$ cat src/design/crc8pcf_pkg.sv
`timescale 1ns / 1ps
// ----------------------------------------------------------------------------
// crc8pcf_pkg
// Shared types, constants and the CRC-8 byte update of the payload framer.
// ----------------------------------------------------------------------------
package crc8pcf_pkg;

  localparam int FRAME_BYTES_DEF = 8;
  localparam int ID_W            = 11;
  localparam int DATA_W          = 64;
  localparam int LEN_W           = 16;

  localparam logic [LEN_W-1:0]  PAYLOAD_RST = 16'd6000;
  localparam logic [ID_W-1:0]   IDENT_RST   = 11'h321;
  localparam logic [7:0]        CRC_POLY    = 8'h07;
  localparam logic [7:0]        PAD_BYTE    = 8'hFF;
  localparam logic [DATA_W-1:0] ONES64      = {DATA_W{1'b1}};

  // configuration register indexes
  localparam logic CFG_PAYLOAD = 1'b0;
  localparam logic CFG_IDENT   = 1'b1;

  typedef struct packed {
    logic [ID_W-1:0]   identifier;
    logic [DATA_W-1:0] frame_data;
    logic              is_header;
    logic              block_end;
    logic              run_last;
  } result_t;

  typedef struct packed {
    logic v0;
    logic v1;
  } push_t;

  function automatic logic [7:0] crc8_update(input logic [7:0] crc, input logic [7:0] b);
    logic [7:0] c;
    c = crc ^ b;
    for (int k = 0; k < 8; k++) begin
      if (c[7]) begin
        c = {c[6:0], 1'b0} ^ CRC_POLY;
      end else begin
        c = {c[6:0], 1'b0};
      end
    end
    return c;
  endfunction

endpackage

$ cat src/design/crc8pcf_framer.sv
`timescale 1ns / 1ps
// ----------------------------------------------------------------------------
// crc8pcf_framer
// Block state, CRC update and frame assembly; yields up to two frames per accepted byte.
// ----------------------------------------------------------------------------
module crc8pcf_framer #(
  parameter int FRAME_BYTES = crc8pcf_pkg::FRAME_BYTES_DEF
) (
  input  logic                             clk_i,
  input  logic                             rst_ni,
  input  logic                             accept_i,
  input  logic [7:0]                       data_byte_i,
  input  logic [crc8pcf_pkg::LEN_W-1:0]    payload_bytes_i,
  input  logic [crc8pcf_pkg::ID_W-1:0]     frame_identifier_i,
  output crc8pcf_pkg::push_t               push_o,
  output crc8pcf_pkg::result_t             res0_o,
  output crc8pcf_pkg::result_t             res1_o
);

  localparam int BUF_W  = (FRAME_BYTES - 1) * 8;
  localparam int FILL_W = $clog2(FRAME_BYTES);
  localparam logic [FILL_W-1:0] LAST_FILL = FILL_W'(FRAME_BYTES - 1);

  logic [7:0]                    crc_q, crc_d;
  logic [crc8pcf_pkg::LEN_W-1:0] taken_q, taken_d;
  logic [BUF_W-1:0]              buf_q, buf_d;
  logic [FILL_W-1:0]             fill_q, fill_d;

  logic [crc8pcf_pkg::DATA_W-1:0] frm_cur, frame1, base_end, frame_end, frame_hdr;
  logic [FILL_W-1:0]              fill_e;
  logic [crc8pcf_pkg::LEN_W-1:0]  total;
  logic [crc8pcf_pkg::LEN_W:0]    count;
  logic [7:0]                     crc_new;
  logic                           hdr, full1, is_end;
  crc8pcf_pkg::result_t           r_hdr, r_full, r_end;

  always_comb begin
    frm_cur = {{(crc8pcf_pkg::DATA_W - BUF_W){1'b1}}, buf_q};
    full1   = (fill_q == LAST_FILL);
    crc_new = crc8pcf_pkg::crc8_update(crc_q, data_byte_i);
    for (int i = 0; i < 8; i++) begin
      frame1[i*8 +: 8] = (i == int'(fill_q)) ? data_byte_i : frm_cur[i*8 +: 8];
    end
    base_end = full1 ? crc8pcf_pkg::ONES64 : frame1;
    fill_e   = full1 ? '0 : fill_q + 1'b1;
    for (int i = 0; i < 8; i++) begin
      frame_end[i*8 +: 8] = (i == int'(fill_e)) ? crc_new : base_end[i*8 +: 8];
    end
    hdr       = (taken_q == '0);
    total     = payload_bytes_i + 16'd1;
    frame_hdr = {crc8pcf_pkg::ONES64[crc8pcf_pkg::DATA_W-1:16], total[7:0], total[15:8]};
    count     = {1'b0, taken_q} + 17'd1;
    is_end    = (count >= {1'b0, payload_bytes_i});

    r_hdr  = '{identifier: frame_identifier_i, frame_data: frame_hdr,
               is_header: 1'b1, block_end: 1'b0, run_last: 1'b0};
    r_full = '{identifier: frame_identifier_i, frame_data: frame1,
               is_header: 1'b0, block_end: 1'b0, run_last: 1'b0};
    r_end  = '{identifier: frame_identifier_i, frame_data: frame_end,
               is_header: 1'b0, block_end: 1'b1, run_last: 1'b0};

    // compact the frames in order: header, full data frame, closing frame
    res0_o = hdr ? r_hdr : (full1 ? r_full : r_end);
    res1_o = hdr ? (full1 ? r_full : r_end) : r_end;
    push_o.v0 = accept_i && (hdr || full1 || is_end);
    push_o.v1 = accept_i && ((hdr && (full1 || is_end)) || (full1 && is_end));
    res0_o.run_last = !push_o.v1;
    res1_o.run_last = 1'b1;

    if (is_end) begin
      crc_d   = '0;
      taken_d = '0;
      buf_d   = '1;
      fill_d  = '0;
    end else begin
      crc_d   = crc_new;
      taken_d = count[crc8pcf_pkg::LEN_W-1:0];
      buf_d   = full1 ? '1 : frame1[BUF_W-1:0];
      fill_d  = fill_e;
    end
  end

  always_ff @(posedge clk_i or negedge rst_ni) begin
    if (!rst_ni) begin
      crc_q   <= '0;
      taken_q <= '0;
      buf_q   <= '1;
      fill_q  <= '0;
    end else if (accept_i) begin
      crc_q   <= crc_d;
      taken_q <= taken_d;
      buf_q   <= buf_d;
      fill_q  <= fill_d;
    end
  end

endmodule

$ cat src/design/crc8pcf_out_fifo.sv
`timescale 1ns / 1ps
// ----------------------------------------------------------------------------
// crc8pcf_out_fifo
// Four-entry result queue: two writes, one read per cycle.
// ----------------------------------------------------------------------------
module crc8pcf_out_fifo (
  input  logic                 clk_i,
  input  logic                 rst_ni,
  input  crc8pcf_pkg::push_t   push_i,
  input  crc8pcf_pkg::result_t res0_i,
  input  crc8pcf_pkg::result_t res1_i,
  output logic                 room_o,
  output logic                 valid_o,
  input  logic                 ready_i,
  output crc8pcf_pkg::result_t res_o
);

  localparam int DEPTH = 4;
  localparam int PTR_W = $clog2(DEPTH);
  localparam int CNT_W = $clog2(DEPTH + 1);

  crc8pcf_pkg::result_t mem_q [DEPTH];
  logic [PTR_W-1:0] wp_q, wp_d, rp_q, rp_d;
  logic [CNT_W-1:0] cnt_q, cnt_d;
  logic [CNT_W-1:0] n_push;
  logic             pop;

  always_comb begin
    pop     = valid_o && ready_i;
    n_push  = CNT_W'(push_i.v0) + CNT_W'(push_i.v1);
    wp_d    = wp_q + PTR_W'(n_push);
    rp_d    = rp_q + PTR_W'(pop);
    cnt_d   = cnt_q + n_push - CNT_W'(pop);
    valid_o = (cnt_q != '0);
    room_o  = (cnt_q <= CNT_W'(DEPTH - 2));
    res_o   = mem_q[rp_q];
  end

  always_ff @(posedge clk_i) begin
    if (push_i.v0) begin
      mem_q[wp_q] <= res0_i;
    end
    if (push_i.v1) begin
      mem_q[wp_q + 1'b1] <= res1_i;
    end
  end

  always_ff @(posedge clk_i or negedge rst_ni) begin
    if (!rst_ni) begin
      wp_q  <= '0;
      rp_q  <= '0;
      cnt_q <= '0;
    end else begin
      wp_q  <= wp_d;
      rp_q  <= rp_d;
      cnt_q <= cnt_d;
    end
  end

endmodule

$ cat src/design/crc8_payload_can_framer_unit.sv
`timescale 1ns / 1ps
// A frame caused by an accepted byte is registered in the result queue and waits
// there behind earlier frames. Throughput: one byte per cycle while each byte makes
// at most one frame and the master is ready; a byte that makes two frames needs
// two reads from the single read port of the four-entry result queue.
// Reset: asynchronous, clears block state and queue; registers take 6000 and 0x321.
// ----------------------------------------------------------------------------
// crc8_payload_can_framer_unit
// Cuts payload blocks into CAN data frames with length header and CRC-8 trailer.
// ----------------------------------------------------------------------------
module crc8_payload_can_framer_unit #(
  parameter int FRAME_BYTES = crc8pcf_pkg::FRAME_BYTES_DEF
) (
  input  logic        clk_i,
  input  logic        rst_ni,
  input  logic        s_axis_tvalid,
  output logic        s_axis_tready,
  input  logic [7:0]  s_axis_tdata,   // [7:0] data_byte
  output logic        m_axis_tvalid,
  input  logic        m_axis_tready,
  output logic [79:0] m_axis_tdata,   // [10:0] identifier, [74:11] frame_data, zero fill
  output logic [1:0]  m_axis_tuser,   // [0] is_header, [1] block_end
  output logic        m_axis_tlast,   // run_last
  input  logic        cfg_valid_i,
  output logic        cfg_ready_o,
  input  logic        cfg_index_i,
  input  logic [15:0] cfg_data_i
);

  logic [crc8pcf_pkg::LEN_W-1:0] payload_q;
  logic [crc8pcf_pkg::ID_W-1:0]  ident_q;
  logic                          accept;
  crc8pcf_pkg::push_t            push;
  crc8pcf_pkg::result_t          res0, res1, res_out;

  assign cfg_ready_o = 1'b1;

  always_ff @(posedge clk_i or negedge rst_ni) begin
    if (!rst_ni) begin
      payload_q <= crc8pcf_pkg::PAYLOAD_RST;
      ident_q   <= crc8pcf_pkg::IDENT_RST;
    end else if (cfg_valid_i && cfg_ready_o) begin
      case (cfg_index_i)
        crc8pcf_pkg::CFG_PAYLOAD: payload_q <= cfg_data_i;
        crc8pcf_pkg::CFG_IDENT:   ident_q   <= cfg_data_i[crc8pcf_pkg::ID_W-1:0];
        default: ;
      endcase
    end
  end

  assign accept = s_axis_tvalid && s_axis_tready;

  crc8pcf_framer #(
    .FRAME_BYTES(FRAME_BYTES)
  ) u_framer (
    .clk_i             (clk_i),
    .rst_ni            (rst_ni),
    .accept_i          (accept),
    .data_byte_i       (s_axis_tdata),
    .payload_bytes_i   (payload_q),
    .frame_identifier_i(ident_q),
    .push_o            (push),
    .res0_o            (res0),
    .res1_o            (res1)
  );

  crc8pcf_out_fifo u_fifo (
    .clk_i  (clk_i),
    .rst_ni (rst_ni),
    .push_i (push),
    .res0_i (res0),
    .res1_i (res1),
    .room_o (s_axis_tready),
    .valid_o(m_axis_tvalid),
    .ready_i(m_axis_tready),
    .res_o  (res_out)
  );

  assign m_axis_tdata = {5'b0, res_out.frame_data, res_out.identifier};
  assign m_axis_tuser = {res_out.block_end, res_out.is_header};
  assign m_axis_tlast = res_out.run_last;

endmodule

$ cat config.mk
export PLATFORM = sky130hd
export DESIGN_NAME = crc8_payload_can_framer_unit
export DESIGN_NICKNAME = d
export VERILOG_FILES = /design/src/design/crc8pcf_pkg.sv /design/src/design/crc8pcf_framer.sv /design/src/design/crc8pcf_out_fifo.sv /design/src/design/crc8_payload_can_framer_unit.sv
export SDC_FILE = /design/constraint.sdc
export NUM_CORES = 1
export LEC_CHECK = 0
export BUFFER_PORTS_ARGS = -buffer_cell sky130_fd_sc_hd__buf_2
export CELL_PAD_IN_SITES_DETAIL_PLACEMENT = 1
export CELL_PAD_IN_SITES_GLOBAL_PLACEMENT = 2
export CORE_ASPECT_RATIO = 0.6
export CORE_MARGIN = 2
export CORE_UTILIZATION = 30
export CTS_BUF_LIST = sky130_fd_sc_hd__clkbuf_16
export CTS_CLUSTER_DIAMETER = 150
export DETAILED_ROUTE_END_ITERATION = 8
export GPL_TIMING_DRIVEN = 0
export PLACE_DENSITY_LB_ADDON = 0.12
export SYNTH_ARGS = -nofsm -noshare
export SYNTH_HDL_FRONTEND = slang
export SYNTH_SLANG_ARGS = --single-unit
$ cat constraint.sdc
create_clock -name clk_i -period 13.5 [get_ports clk_i]
set_input_delay 1.35 -clock clk_i [delete_from_list [all_inputs] [get_ports clk_i]]
set_output_delay 1.35 -clock clk_i [all_outputs]
set_load 0.1 [all_outputs]
== After elaboration in Yosys (flattened, before gate mapping) ==
Memories as Yosys holds them, arrays and structs flattened.
Cells that the tools add are included.

* Add/subtract/negate cells: 9
* Magnitude comparators: 2
* Equality and inequality tests: 15
* Multiplexer cells: 38
* Bitwise gates (word level): 10
* Reductions and logical operators: 17

{| class="wikitable"
|+ Operator list
! kind !! count
|-
| two-way mux 67 bit || 3
|-
| two-way mux 8 bit || 17
|-
| two-way mux 56 bit || 2
|-
| two-way mux 64 bit || 1
|-
| two-way mux 3 bit || 10
|-
| equality test 3 bit (first input constant) || 8
|-
| NOT 3 bit || 8
|-
| adder 16 x 1 -> 17 bit (second input constant) || 1
|-
| >= comparator 17 x 16 -> 1 bit || 1
|-
| adder 16 x 1 -> 16 bit (second input constant) || 1
|-
| logical NOT 16 bit || 1
|-
| two-way mux 16 bit || 1
|-
| equality test 2 x 3 -> 1 bit (first input constant) || 4
|-
| bitwise XOR 8 bit || 1
|-
| equality test 1 x 3 -> 1 bit (first input constant) || 2
|-
| logical AND 1 bit || 6
|-
| logical NOT 3 bit || 2
|-
| logical OR 1 bit || 4
|-
| two-way mux 1 bit || 4
|-
| AND reduction 2 bit || 2
|-
| adder 3 x 1 -> 3 bit (second input constant) || 1
|-
| adder 3 bit || 1
|-
| equality test 3 bit (second input constant) || 1
|-
| <= comparator 3 x 2 -> 1 bit (second input constant) || 1
|-
| other kinds (8) || 8
|}

* Register bits after elaboration: 117
* Memory bits (writable): 312
* Input port bits: 30
* Memories kept: 1

{| class="wikitable"
|+ Memory list
! memory !! words !! bits a word !! rd ports !! clocked after memory_dff !! write ports !! RTL line !! text
|-
| u_fifo.mem_q || 4 || 78 || 1 || 0 || 2 || crc8pcf_out_fifo.sv:22 || <nowiki>crc8pcf_pkg::result_t mem_q [DEPTH];</nowiki>
|}

== Logic depth before layout (Yosys ltp) ==
* Depth in word-level cells: 20
* Mapped depth: 21
* Depth with buffers taken out: 19

== Hierarchy ==
Synthesis repeated with hierarchy kept, for this count alone.

* Cell total of the unflattened synthesis: 1872
* Area, all modules: 24383.4 um2

{| class="wikitable"
|+ Modules (own cells, without submodules)
! module !! instances !! cells each !! area an instance (um2) !! seq. area each (um2)
|-
| crc8pcf_out_fifo || 1 || 793 || 15361.0 || 9544.2
|-
| crc8pcf_framer || 1 || 1011 || 7876.3 || 2147.1
|-
| crc8_payload_can_framer_unit || 1 || 68 || 1146.1 || 689.4
|}

== Worst setup path after synthesis ==
Ideal clock, no wire load.

* Path kind: flip-flop to flip-flop
* From: reg u_framer.taken_q[2] in the netlist's numbering
* To: mem u_fifo.mem_q[2][10] in the netlist's numbering (enable)
* Setup time: 0.535 ns
* Arrival: 7.030 ns
* Data required time: 12.965 ns
* Setup slack: 5.934 ns
* Stages on the path, launching flop included: 17
* Path buffers: 2
* Cell sequence: dfrtp_1 and3_1 and3_1 and3_1 clkbuf_1 nand2_1 nor2_1 xnor2_1 ha_1 nand3_1 nor3_1 a2111oi_4 a41o_1 a41oi_4 nand2_2 clkbuf_1 a21oi_1

{| class="wikitable"
|+ RTL lines
! what !! RTL line !! text
|-
| from (decl) || crc8pcf_framer.sv:25 || <nowiki>logic [crc8pcf_pkg::LEN_W-1:0] taken_q, taken_d;</nowiki>
|-
| from (signal assigned) || crc8pcf_framer.sv:91 || <nowiki>taken_q <= taken_d;</nowiki>
|-
| to (decl) || crc8pcf_out_fifo.sv:22 ||
|}

== Worst setup path in the final report ==
* From: reg u_framer.taken_q[2] in the netlist's numbering
* To: reg u_fifo.cnt_q[2]

* Longest elaborated chain between the ends: 9

{| class="wikitable"
|+ Ends and longest elaborated chain
! what !! RTL line !! text
|-
| adder 16 x 1 -> 17 bit || crc8pcf_framer.sv:52 || <nowiki>count = {1'b0, taken_q} + 17'd1;</nowiki>
|-
| >= comparator 17 x 16 -> 1 bit || crc8pcf_framer.sv:53 || <nowiki>is_end = (count >= {1'b0, payload_bytes_i});</nowiki>
|-
| logical OR 1 bit || crc8pcf_framer.sv:66 || <nowiki>push_o.v1 = accept_i && ((hdr && (full1 || is_end)) || (full1 && is_end));</nowiki>
|-
| logical AND 1 bit || crc8pcf_framer.sv:66 ||
|-
| logical OR 1 bit || crc8pcf_framer.sv:66 ||
|-
| logical AND 1 bit || crc8pcf_framer.sv:66 ||
|-
| adder 1 x 1 -> 2 bit (*) || crc8pcf_out_fifo.sv:30 || <nowiki>n_push = CNT_W'(push_i.v0) + CNT_W'(push_i.v1);</nowiki>
|-
| adder 3 bit (*) || crc8pcf_out_fifo.sv:33 || <nowiki>cnt_d = cnt_q + n_push - CNT_W'(pop);</nowiki>
|-
| subtractor 3 x 1 -> 3 bit (*) || crc8pcf_out_fifo.sv:33 ||
|-
| net u_fifo.cnt_d[2] || crc8pcf_out_fifo.sv:24 || <nowiki>logic [CNT_W-1:0] cnt_q, cnt_d;</nowiki>
|-
| to (signal assigned) || crc8pcf_out_fifo.sv:56 || <nowiki>cnt_q <= cnt_d;</nowiki>
|-
| to (decl) || crc8pcf_out_fifo.sv:24 ||
|}

Mark *: on every way through the listed nets, which the timed path passes. The rest lies on a longest branch.
A chain may end at the register's enable or synchronous reset.

==> reports/qor.json <==
{
  "detail_route.drc_violations": {"value": 0},
  "min_delay_path_depth": {"value": 1},
  "power.density_cell_area": {"value": 282, "unit": "nW/um^2"},
  "post_cts_resize_count": {"value": 0},
  "timing.reg2reg.setup_slack": {"value": 7020, "unit": "ps"},
  "critical_path_arrival": {"value": 6970, "unit": "ps"},
  "seq_area_frac_synth": {"value": 0.552},
  "viasPerCell": {"value": 5.67},
  "critical_path.slowest_cell": {"value": "a2111oi_4"},
  "dp_hpwl": {"value": 64700, "unit": "um"},
  "cp-end-kind": {"value": "register"},
  "grt_max_degree": {"value": 73},
  "firstDrtPassIters": {"value": 5},
  "cts_num_sinks": {"value": 429},
  "postSynthAreaPerCell": {"value": 11.9, "unit": "um^2"},
  "worst-path-max-fanout": {"value": 10},
  "most_frequent_cells_in_the_layout": {"value": "edfxtp_1 (304), o22ai_1 (232), nor2_1 (157)"},
  "io_buffers": {"value": 109},
  "synth_top_flop_cell": {"value": "edfxtp_1"},
  "crit_family": {"value": "simple AND/OR/NAND/NOR gates"},
  "ctsRootBufferMaster": {"value": "clkbuf_16"},
  "yosys.cell_types.count": {"value": 64},
  "max_clock_freq": {"value": 154, "unit": "MHz"},
  "dieWidth": {"value": 356, "unit": "um"},
  "nFillCells": {"value": 7984},
  "timing.rr.start": {"value": "u_framer.taken_q[2]$_DFFE_PN0P_"},
  "syn-instance-count": {"value": 1881},
  "post-route-worst-setup-slack": {"value": 7020, "unit": "ps"},
  "final_max_slew_viols": {"value": 0},
  "num-nets-final": {"value": 2121},
  "cts.repair_timing.setup_buffer_count": {"value": 0},
  "num_vias": {"value": 17487},
  "multiInputGateArea": {"value": 9270, "unit": "um^2"},
  "number_of_global_route_vias_before_repair": {"value": 18020},
  "final.setup_skew": {"value": 42.5, "unit": "ps"},
  "netlist_top_cells_area": {"value": "edfxtp_1 (41%), dfstp_2 (7.9%), mux4_2 (7.9%), o22ai_1 (6.5%), dfrtp_1 (5.6%)"},
  "relative_area_change_from_synthesis_to_final_layout": {"value": 16.9, "unit": "%"},
  "clkTransAtPathRegs": {"value": 60, "unit": "ps"},
  "data_required_time_at_the_worst_endpoint": {"value": 13990, "unit": "ps"},
  "cts_tree": {"value": "built"},
  "area.sequential": {"value": 12300, "unit": "um^2"},
  "synth_edf_count": {"value": 304},
  "grt_overflow": {"value": 0},
  "warning_count_from_the_yosys_run": {"value": 0},
  "grt_first_pass_wirelength": {"value": 130000, "unit": "um"},
  "routed_wire_length_per_instance": {"value": 28.9, "unit": "um"},
  "crit_path_max_incr_delay": {"value": 730, "unit": "ps"},
  "layout_worst_path_cycle_share": {"value": 0.480},
  "critical_path.startpoint_type": {"value": "register"},
  "placement_rows": {"value": 77},
  "endpoint_of_the_worst_hold_path": {"value": "u_fifo.mem_q[3][0]$_SDFFE_PP1P_"},
  "max-vdd-ir-drop": {"value": 0.000194, "unit": "V"},
  "synth_seq_cells": {"value": 429},
  "setup_repair_after_global_routing_missed_its_margin": {"value": "no"},
  "final-setup-viol-count": {"value": 0},
  "clk-insertion-delay-late": {"value": 630, "unit": "ps"},
  "cts_made_buffers": {"value": 48},
  "worst-slew-pin-transition": {"value": 1220, "unit": "ps"},
  "total_count_of_hold_check_failures_in_the_final_report": {"value": 0},
  "core_area": {"value": 73600, "unit": "um^2"},
  "max-slew-margin-rel": {"value": 0.182},
  "clock_tree.buffer_depth": {"value": 3},
  "chipHeight": {"value": 215, "unit": "um"},
  "gp_congestion": {"value": 0.856},
  "most_frequent_standard_cell_in_the_layout_excluding_fill_and_tap_cells": {"value": "edfxtp_1"},
  "worstHoldStart": {"value": "u_fifo.mem_q[3][0]$_SDFFE_PP1P_"},
  "setup-tns-final": {"value": 0, "unit": "ps"},
  "routed_wirelength": {"value": 89200, "unit": "um"},
  "worstReg2RegEnd": {"value": "u_fifo.cnt_q[2]$_DFF_PN0_"},
  "groute.usage.overall": {"value": 0.231},
  "antenna_violations_before_repair": {"value": 2},
  "num_io_pins": {"value": 116},
  "drive_above_1_share": {"value": 0.210},
  "h-tree-depth": {"value": 2},
  "syn_area": {"value": 22300, "unit": "um^2"},
  "final_period_minus_worst_setup_slack": {"value": 6480, "unit": "ps"},
  "floorplan.initialDensity": {"value": 0.303},
  "worstRegToRegCells": {"value": 19},
  "critical_path.cell_chain": {"value": "and3_1, and3_1, and3_1, clkbuf_1, nand2_1, nor2_1, xnor2_1, ha_1, nand3_1, nor3_1, a2111oi_4, nand3_1, nor2_1, clkbuf_1, nor2_1, ha_1, ha_1, fa_1, xnor2_1"},
  "insertedDiodeCount": {"value": 0},
  "synth_async_sr_flop_share": {"value": 0.273},
  "timing.critical_path.buf_inv": {"value": 2},
  "post-synth-top-area-fraction": {"value": 0.409},
  "ant_nets": {"value": 0},
  "placement.setup.worst_slack": {"value": 7040, "unit": "ps"},
  "cap_violations": {"value": 0},
  "drt-initial-drc-count": {"value": 1431},
  "die_area": {"value": 76600, "unit": "um^2"},
  "holdCritPathClass": {"value": "register to register"},
  "worstSetupPathType": {"value": "register to register"},
  "cts_hold_bufs": {"value": 0},
  "run_status": {"value": "finished clean"},
  "p_leak": {"value": 9.58, "unit": "nW"},
  "synth_area_leader_cell": {"value": "edfxtp_1"}
}
## power by group
| group | total (mW) | internal [mW] | switching [mW] |
|---|---|---|---|
| sequential | 1.74 | 1.64 | 0.0972 |
| clock | 1.36 | 0.748 | 0.608 |
| combinational | 4.26 | 1.03 | 3.23 |
## cell usage after synthesis (17+ instances only)
cell        n
dfrtp_1    50
nand2_1   119
a211oi_1   22
o21ai_0   105
nor2_1    157
edfxtp_1  304
nand3_1    29
dfstp_2    67
a21o_1     25
o22a_1     32
xnor2_1    42
inv_1      40
mux2i_1    58
clkbuf_1   95
o211ai_1   17
ha_1       31
and2_1     19
a21oi_1   117
mux4_2     78
mux2_2     21
o22ai_1   232
buf_2      27
## registers in the layout (all words and copies together) (netlist names), 3 cells and up
| name | count |
|---|---|
| u_fifo.mem_q | 312 |
| u_framer.buf_q | 56 |
| payload_q | 16 |
| u_framer.taken_q | 16 |
| ident_q | 11 |
| u_framer.crc_q | 8 |
| u_fifo.cnt_q | 3 |
| u_framer.fill_q | 3 |
## final cells by class
type,instances,area share
Tap cell,987,0.0474
Inverter,42,0.00624
Timing Repair Buffer,124,0.0328
Buffer,149,0.0251
Clock buffer,51,0.0490
Clock inverter,39,0.0117
Multi-Input combinational cell,1265,0.356
Sequential cell,429,0.472
## per-layer routing
| layer | part of all wire | GRT usage | vias up |
|---|---|---|---|
| li1 | - | - | 7643 |
| met1 | 0.51 | 0.370 | 9248 |
| met2 | 0.40 | 0.317 | 500 |
| met3 | 0.065 | 0.0453 | 96 |
| met4 | 0.017 | 0.0478 | 0 |
| met5 | 0 | 0 | - |
## logic make-up (layout without fill, tap and decap cells)
family,after synthesis,in the layout,synth area share
AO/OA/AOI/OAI,625,625,0.176
XOR/XNOR,61,61,0.0250
adder cells (fa/ha/maj),32,32,0.0183
buffers and inverters,191,405,0.0362
flip-flops,429,429,0.552
multiplexers,157,157,0.115
other,2,6,0.000337
AND/OR/NAND/NOR,384,384,0.0772
## worst reg2reg max path, stage by stage (launching register included)
cell and delay [ps]:
dfrtp_1 480, and3_1 360, and3_1 290, and3_1 170, clkbuf_1 310, nand2_1 170, nor2_1 190, xnor2_1 180
ha_1 320, nand3_1 160, nor3_1 120, a2111oi_4 730, nand3_1 360, nor2_1 600, clkbuf_1 610, nor2_1 130
ha_1 360, ha_1 230, fa_1 460, xnor2_1 140
## how the worst max path moves through the flow
stage	start	endpoint	slack, ps	cells after the start
floorplan	u_framer.taken_q[2]$_DFFE_PN0P_	u_fifo.mem_q[2][10]$_DFFE_PP_	5930	16
global placement	u_framer.taken_q[2]$_DFFE_PN0P_	u_fifo.mem_q[2][29]$_DFFE_PP_	700	15
detailed placement	u_framer.taken_q[2]$_DFFE_PN0P_	u_fifo.cnt_q[2]$_DFF_PN0_	7040	19
CTS	u_framer.taken_q[2]$_DFFE_PN0P_	u_fifo.cnt_q[2]$_DFF_PN0_	6990	19
global route	u_framer.taken_q[2]$_DFFE_PN0P_	u_fifo.cnt_q[2]$_DFF_PN0_	6520	19
finish	u_framer.taken_q[2]$_DFFE_PN0P_	u_fifo.cnt_q[2]$_DFF_PN0_	7020	19
## per-stage QoR
| stage | utilization | instances | power, mW | hold WS, ps | instance area [um^2] |
|---|---|---|---|---|---|
| after floorplan | - | 1885 | 4.59 | 436 | 22300 |
| after CTS | 0.354 | 3086 | 7.35 | 478 | 26000 |
| after detailed placement | 0.332 | 2996 | 5.98 | 464 | 24500 |
| after global placement | 0.327 | 2981 | 5.81 | 443 | 24100 |
| after global routing | 0.354 | 3086 | 7.67 | 497 | 26100 |
| final | 0.354 | 3086 | 7.35 | 476 | 26100 |
No activity file was read; power rests on OpenSTA's default activity.
